**src/mt19937_word_generator_top_defines.svh**
```systemverilog
// ----------------------------------------------------------------------------
// MT19937 word generator assertion macros
// Concurrent assertion wrappers; empty under synthesis.
// ----------------------------------------------------------------------------
`ifndef MT19937_WORD_GENERATOR_TOP_DEFINES_SVH
`define MT19937_WORD_GENERATOR_TOP_DEFINES_SVH

`ifndef SYNTHESIS
`define MTWG_ASSERT(name, clk, rst_n, prop, msg) \
  name: assert property (@(posedge clk) disable iff (!rst_n) prop) \
    else $error(msg);
`define MTWG_ASSERT_NORST(name, clk, prop, msg) \
  name: assert property (@(posedge clk) prop) else $error(msg);
`else
`define MTWG_ASSERT(name, clk, rst_n, prop, msg)
`define MTWG_ASSERT_NORST(name, clk, prop, msg)
`endif

`endif

```
**src/mtwg_pkg.sv**
```systemverilog
// ----------------------------------------------------------------------------
// MT19937 word generator package
// Constants, controller/datapath interface types and word functions.
// ----------------------------------------------------------------------------
package mtwg_pkg;

  localparam int unsigned N_WORDS  = 624;
  localparam int unsigned M_OFFSET = 397;
  localparam int unsigned IDX_W    = 10;

  localparam logic [IDX_W-1:0] IDX_LAST     = IDX_W'(N_WORDS - 1);
  localparam logic [IDX_W-1:0] IDX_TWIST    = IDX_W'(N_WORDS);
  localparam logic [IDX_W-1:0] IDX_UNSEEDED = IDX_W'(N_WORDS + 1);

  localparam logic [31:0] MATRIX_A     = 32'h9908_b0df;
  localparam logic [31:0] UPPER_MASK   = 32'h8000_0000;
  localparam logic [31:0] LOWER_MASK   = 32'h7fff_ffff;
  localparam logic [31:0] DEFAULT_SEED = 32'd5489;
  localparam logic [31:0] INIT_MULT    = 32'd1812433253;
  localparam logic [31:0] TEMPER_B     = 32'h9d2c_5680;
  localparam logic [31:0] TEMPER_C     = 32'hefc6_0000;
  localparam logic [32:0] VALUE_SAT    = 33'h0_ffff_ffff;

  localparam logic CMD_RAW    = 1'b0;
  localparam logic CMD_RANGED = 1'b1;

  localparam logic REG_SEED = 1'b0;

  typedef struct packed {
    logic cap_item;
    logic fill_first;
    logic fill_mul;
    logic fill_wr;
    logic tw_prime;
    logic tw_load;
    logic tw_rd;
    logic tw_wr;
    logic word_rd;
    logic temper;
    logic mod_start;
    logic out_load;
  } mtwg_cmd_t;

  typedef struct packed {
    logic idx_seed;
    logic idx_twist;
    logic cnt_last;
    logic ranged;
    logic span_zero;
    logic mod_last;
    logic out_free;
  } mtwg_sts_t;

  function automatic logic [31:0] mt_temper(input logic [31:0] w);
    logic [31:0] y;
    y = w;
    y = y ^ (y >> 11);
    y = y ^ ((y << 7) & TEMPER_B);
    y = y ^ ((y << 15) & TEMPER_C);
    y = y ^ (y >> 18);
    return y;
  endfunction

  function automatic logic [31:0] mt_mix(input logic [31:0] a, input logic [31:0] b,
                                         input logic [31:0] far);
    logic [31:0] y;
    y = (a & UPPER_MASK) | (b & LOWER_MASK);
    return far ^ (y >> 1) ^ (y[0] ? MATRIX_A : 32'h0);
  endfunction

  function automatic logic [31:0] mt_fill_mul(input logic [31:0] p);
    logic [31:0] x;
    x = p ^ (p >> 30);
    return INIT_MULT * x;
  endfunction

endpackage

```
**src/mtwg_ctrl.sv**
```systemverilog
// ----------------------------------------------------------------------------
// MT19937 controller
// Sequences state fill, twist, word read, reduction and result hand-off.
// ----------------------------------------------------------------------------
module mtwg_ctrl import mtwg_pkg::*; (
  input  logic      clk_i,
  input  logic      rst_ni,
  input  logic      in_valid_i,
  output logic      in_ready_o,
  input  mtwg_sts_t sts_i,
  output mtwg_cmd_t cmd_o
);

  typedef enum logic [11:0] {
    ST_IDLE     = 12'b0000_0000_0001,
    ST_FILL0    = 12'b0000_0000_0010,
    ST_FILL_MUL = 12'b0000_0000_0100,
    ST_FILL_WR  = 12'b0000_0000_1000,
    ST_TW_PRIME = 12'b0000_0001_0000,
    ST_TW_LOAD  = 12'b0000_0010_0000,
    ST_TW_RD    = 12'b0000_0100_0000,
    ST_TW_WR    = 12'b0000_1000_0000,
    ST_READ     = 12'b0001_0000_0000,
    ST_TEMPER   = 12'b0010_0000_0000,
    ST_DIVIDE   = 12'b0100_0000_0000,
    ST_FINISH   = 12'b1000_0000_0000
  } mtwg_state_e;

  mtwg_state_e state_q, state_d;

  assign in_ready_o = (state_q == ST_IDLE);

  always_comb begin
    state_d = state_q;
    cmd_o   = '0;
    unique case (state_q)
      ST_IDLE: begin
        if (in_valid_i) begin
          cmd_o.cap_item = 1'b1;
          if (sts_i.idx_seed) begin
            state_d = ST_FILL0;
          end else if (sts_i.idx_twist) begin
            state_d = ST_TW_PRIME;
          end else begin
            state_d = ST_READ;
          end
        end
      end
      ST_FILL0: begin
        cmd_o.fill_first = 1'b1;
        state_d = ST_FILL_MUL;
      end
      ST_FILL_MUL: begin
        cmd_o.fill_mul = 1'b1;
        state_d = ST_FILL_WR;
      end
      ST_FILL_WR: begin
        cmd_o.fill_wr = 1'b1;
        state_d = sts_i.cnt_last ? ST_TW_PRIME : ST_FILL_MUL;
      end
      ST_TW_PRIME: begin
        cmd_o.tw_prime = 1'b1;
        state_d = ST_TW_LOAD;
      end
      ST_TW_LOAD: begin
        cmd_o.tw_load = 1'b1;
        state_d = ST_TW_RD;
      end
      ST_TW_RD: begin
        cmd_o.tw_rd = 1'b1;
        state_d = ST_TW_WR;
      end
      ST_TW_WR: begin
        cmd_o.tw_wr = 1'b1;
        state_d = sts_i.cnt_last ? ST_READ : ST_TW_RD;
      end
      ST_READ: begin
        cmd_o.word_rd = 1'b1;
        state_d = ST_TEMPER;
      end
      ST_TEMPER: begin
        cmd_o.temper = 1'b1;
        if (sts_i.ranged && !sts_i.span_zero) begin
          cmd_o.mod_start = 1'b1;
          state_d = ST_DIVIDE;
        end else begin
          state_d = ST_FINISH;
        end
      end
      ST_DIVIDE: begin
        if (sts_i.mod_last) begin
          state_d = ST_FINISH;
        end
      end
      ST_FINISH: begin
        if (sts_i.out_free) begin
          cmd_o.out_load = 1'b1;
          state_d = ST_IDLE;
        end
      end
      default: begin
        state_d = ST_IDLE;
      end
    endcase
  end

  always_ff @(posedge clk_i or negedge rst_ni) begin
    if (!rst_ni) begin
      state_q <= ST_IDLE;
    end else begin
      state_q <= state_d;
    end
  end

endmodule

```
**config.mk**
```make
export PLATFORM = sky130hd
export DESIGN_NAME = mtwg_ctrl
export DESIGN_NICKNAME = d
export VERILOG_FILES = /design/src/mt19937_word_generator_top_defines.svh /design/src/mtwg_pkg.sv /design/src/mtwg_ctrl.sv
export SDC_FILE = /design/constraint.sdc
export NUM_CORES = 1
export LEC_CHECK = 0
export BUFFER_PORTS_ARGS = -buffer_cell sky130_fd_sc_hd__buf_2
export CAP_MARGIN = 20
export CORE_MARGIN = 2
export CORE_UTILIZATION = 52
export CTS_CLUSTER_SIZE = 20
export DETAILED_ROUTE_END_ITERATION = 12
export GPL_TIMING_DRIVEN = 1
export PLACE_DENSITY = 0.83
export SLEW_MARGIN = 40
export SYNTH_ARGS = -nofsm -noshare
export SYNTH_HDL_FRONTEND = slang
export SYNTH_SLANG_ARGS = --single-unit
```
**constraint.sdc**
```tcl
create_clock -name clk_i -period 2.1 [get_ports clk_i]
set_input_delay 0.105 -clock clk_i [delete_from_list [all_inputs] [get_ports clk_i]]
set_output_delay 0.105 -clock clk_i [all_outputs]
set_load 0.005 [all_outputs]
```
-- After elaboration in Yosys (flattened, before gate mapping)
Cells that the tools add are included.
- input port bits: 10
- register bits after elaboration: 12
- output and inout port bits: 13
- logic and storage cells: 42
- eq/ne operators: 15
- reductions and logical operators: 3
- multiplexer cells: 23
- operator list (kind ; number):
    12-bit one-hot mux with 12 select lines ; 1
    12-bit two-way mux ; 5
    9-bit two-way mux ; 2
    1-bit two-way mux ; 13
    12-bit by 1-bit equality test with 1-bit output, second input constant ; 1
    12-bit by 10-bit equality test with 1-bit output, second input constant ; 1
    12-bit by 11-bit equality test with 1-bit output, second input constant ; 1
    12-bit equality test, second input constant ; 1
    12-bit by 2-bit equality test with 1-bit output, second input constant ; 1
    12-bit by 3-bit equality test with 1-bit output, second input constant ; 1
    12-bit by 4-bit equality test with 1-bit output, second input constant ; 1
    12-bit by 5-bit equality test with 1-bit output, second input constant ; 1
    12-bit by 6-bit equality test with 1-bit output, second input constant ; 1
    12-bit by 7-bit equality test with 1-bit output, second input constant ; 1
    12-bit by 8-bit equality test with 1-bit output, second input constant ; 1
    12-bit by 9-bit equality test with 1-bit output, second input constant ; 1
    2-bit != test, second input constant ; 3
    5-bit two-way mux ; 1
    3-bit AND reduction ; 1
    2-bit two-way mux ; 1
    1-bit logical AND ; 1
    1-bit logical NOT ; 1

-- Depth between registers and ports, before layout
- depth in word-level cells: 4
- depth in mapped cells: 6
- mapped depth without buffers: 5

-- Least setup slack after synthesis
No wires, ideal clock.
- kind: register to register
- start point: reg state_q[1]
- end point: reg state_q[11]
- clock period less this slack: 1.674 ns
- required time: 1.977 ns
- setup slack: 0.426 ns
- stages on the path, launching flop included: 7
- buffers on the path: 1
- arrival time: 1.552 ns
- cell sequence: dfrtp_1 > buf_2 > or4_1 > a2111oi_2 > o21a_1 > or4_1 > a21oi_1
- word-level cells in the longest chain between the ends: 3
- ends and longest elaborated chain (what ; line ; source):
    start: declaration ; mtwg_ctrl.sv:29 ; mtwg_state_e state_q, state_d;
    start signal: assignment ; mtwg_ctrl.sv:111 ; state_q <= state_d;
    12-bit by 11-bit equality test with 1-bit output (tied with other cells) ; mtwg_ctrl.sv:36 ; unique case (state_q)
    2-bit != test (no source line) ; -- ;
    3-bit AND reduction (no source line) ; -- ;
Several ways; a longest one is shown, not always the timed one.
A chain may end at the register's enable or synchronous reset.

==> results.toml <==
[clock_tree]
clockBufferDepth = 2
cts_tree = "yes"
htree_levels = 1
cts_setup_buffers = 0
cts_sinks = 12
ctsRootBufferMaster = "clkbuf_4"
clkTransAtPathRegs_ns = 0.08
clk_latency_ns = 0.28
cts_made_buffers = 3

[global_routing]
grt_max_degree = 13
track_usage_pct = 22.05
antenna_found_initial = 0
grt_pass1_vias = 754
grt_pass1_wl_um = 3381
grt_overflow = 0

[sta]
period_needed_ns = 1.992
slew_headroom_pct = 75.79
setup_violations = 0
fin_crit_sh_pct = 94.87
rsz0062_at_grt = "no"
skew_ns = 0.0006111
setup_ws_ns = 0.1078
fmax_mhz = 502.0
fin_setup_tns_ns = 0
worstMarginPinSlew_ns = 0.3582
hold_viol = 0
slew_viol_final = 0

[setup_path]
crit_path_max_fanout = 12
path_class = "reg -> out"
reg2regPathDepth = 5
slowest_stage = "dfstp_2"
crit_buf_inv = 1
end_kind = "output port"
r2r_slack_ns = 0.17
timing.rr.start = "state_q[0]"
r2r_end = "state_q[11]"
cp-start-kind = "register"
cpLargestDelayFamily = "simple AND/OR/NAND/NOR gates"
cpPeakStageDelay_ns = 0.67
crit_path_cell_trace = "or4b_1, nor2_2, and2_1, buf_2"
worst_ep_arrival_time_ns = 1.89
required_ns = 2.00

[pwr]
peakVddDrop_mv = 0.6472
power.density_nw_per_um2 = 966.0
leakage_nw = 0.4860

[routing]
avgViaCountPerCell = 6.145
drtIter0Drc = 24
vias = 934
detail-route-antenna-nets = 0
wl_per_cell_um = 14.30
drc_errors = 0
routed_wl_um = 2174
drt-pass1-iter-count = 4

[placement]
placed_area_um2 = 1062
io_buffers = 22
place_ws_ns = 0.2224
dpl.hpwl_um = 1622
dpl.cell_count = 147
place.gp.congestion = 0.8324

[finish]
largest_register_ffs = 12
layout.cells.non_filler = 152
fin_nets = 138
final_common_cell = "buf_2"
diodes = 0
largest_register = "state_q"
drive_above_1_share_pct = 33.07
post-route-util_pct = 63.66
top_regs = "state_q: 12 flops"
final_cell_mix = "buf_2 (22), nor2_1 (10), dfrtp_1 (8)"
post-route-cell-area_um2 = 1111
area_growth_pct = 14.58

[worst_hold_path]
holdPathStages = 2
hp-class = "in -> reg"
hold_end = "state_q[1]"
worstHoldStart = "sts_i[6]"

[synth]
synth_area_leaders = "dfrtp_1 (28%), nor4_4 (6.6%), nor4_1 (4.5%)"
yosys.area_share.simple_pct = 46.32
netlist_area_um2 = 969.7
synth_nets = 115
synth.yosys.seq_area_share_pct = 31.10
synthAdderAreaFrac_pct = 0
syn_inst = 105
yosys.area_share.xor_xnor_pct = 1.806
synth_area_leader_cell = "dfrtp_1"
yosys_warnings = 0
ys_seq_elements = 12
syn_avg_cell_area_um2 = 9.235
yosys.area.top_type_share_pct = 28.39
synth_mux_area_share_pct = 1.032
synth_top_family_by_area = "simple AND/OR/NAND/NOR gates"
ys_types = 43
synth_compound_area_share_pct = 12.00

[floorplan]
chipHeight_um = 47.18
ioPinCount = 23
initial_core_util_pct = 55.56
die_area_um2 = 2226
coreArea_um2 = 1745
rows = 15
die_w_um = 47.18

[run]
maxCapViolations = 0

[outcome]
status = "complete, no violations"
## cell families after synthesis
group | Yosys count
compound gates | 16
xor+xnor | 2
buf+inv | 10
mux | 1
flops | 12
simple gates | 64
## per-layer routing
metal	vias up	track usage, %	wire length [µm]
li1	447	-	-
met4	0	10.00	34
met1	436	30.82	938
met5	-	0	0
met2	47	32.60	1034
met3	4	4.615	166
## cell type report
cell class                 instances  area, µm²
clock buffer                       4      26.28
fill                             153      634.4
inverter                           3      11.26
multi-input combinational         83      601.8
sequential                        12      305.3
tap                               25      31.28
timing repair buffer              25      135.1
## worst reg2reg max path, delay by kind of cell (launching register included)
| family | cells | cell delay [ns] |
|---|---|---|
| AO/OA/AOI/OAI | 2 | 0.25 |
| flip-flops | 1 | 0.67 |
| AND/OR/NAND/NOR | 3 | 0.90 |
## power by group
group / internal [mW] / total [mW] / switching (mW)
Combinational: 0.248 / 0.527 / 0.280
Sequential: 0.278 / 0.388 / 0.110
Clock: 0.0737 / 0.158 / 0.0839
Total: 0.600 / 1.07 / 0.474
## how the worst max path moves through the flow
stage                     startpoint          end  slack [ns]  cells past startpoint
final                     state_q[0]    cmd_o[11]        0.11                      4
after global routing      state_q[9]     cmd_o[4]        0.03                      4
after CTS                 state_q[8]     cmd_o[8]        0.09                      4
after detailed placement  state_q[0]  state_q[11]        0.22                      5
after global placement    state_q[0]  state_q[11]        0.29                      5
after floorplan           state_q[1]  state_q[11]        0.43                      6
## synth_stat cells (all sizes together)
cell type	number
a2111oi	1
a211o	3
a21oi	7
a311oi	1
a32oi	1
and2	1
and3	4
and4b	2
buf	4
clkbuf	3
dfrtp	11
dfstp	1
inv	3
mux2i	1
nand2	6
nand2b	3
nand3	1
nand3b	1
nand4	1
nand4b	2
nor2	11
nor2b	2
nor3	4
nor3b	3
nor4	10
nor4b	4
o21a	1
o21ai	1
o32ai	1
or2	1
or2b	1
or3	1
or3b	2
or4	3
or4b	1
xnor2	1
xor2	1
## through the flow
step / total power, mW / hold WS, ns
floorplan: 0.7798 / -0.1906
global placement: 0.8802 / -0.003848
detailed placement: 0.8956 / -0.003088
CTS: 1.051 / 0.1046
global route: 1.154 / 0.1009
finish: 1.073 / 0.09197
## what timing repair did
action,4_1_cts,5_1_grt
resized for setup,0,5
hold buffers,1,0
endpoints found under the hold margin,12,0
endpoints found under the setup margin,0,3
No activity file was read; power rests on OpenSTA's default activity.
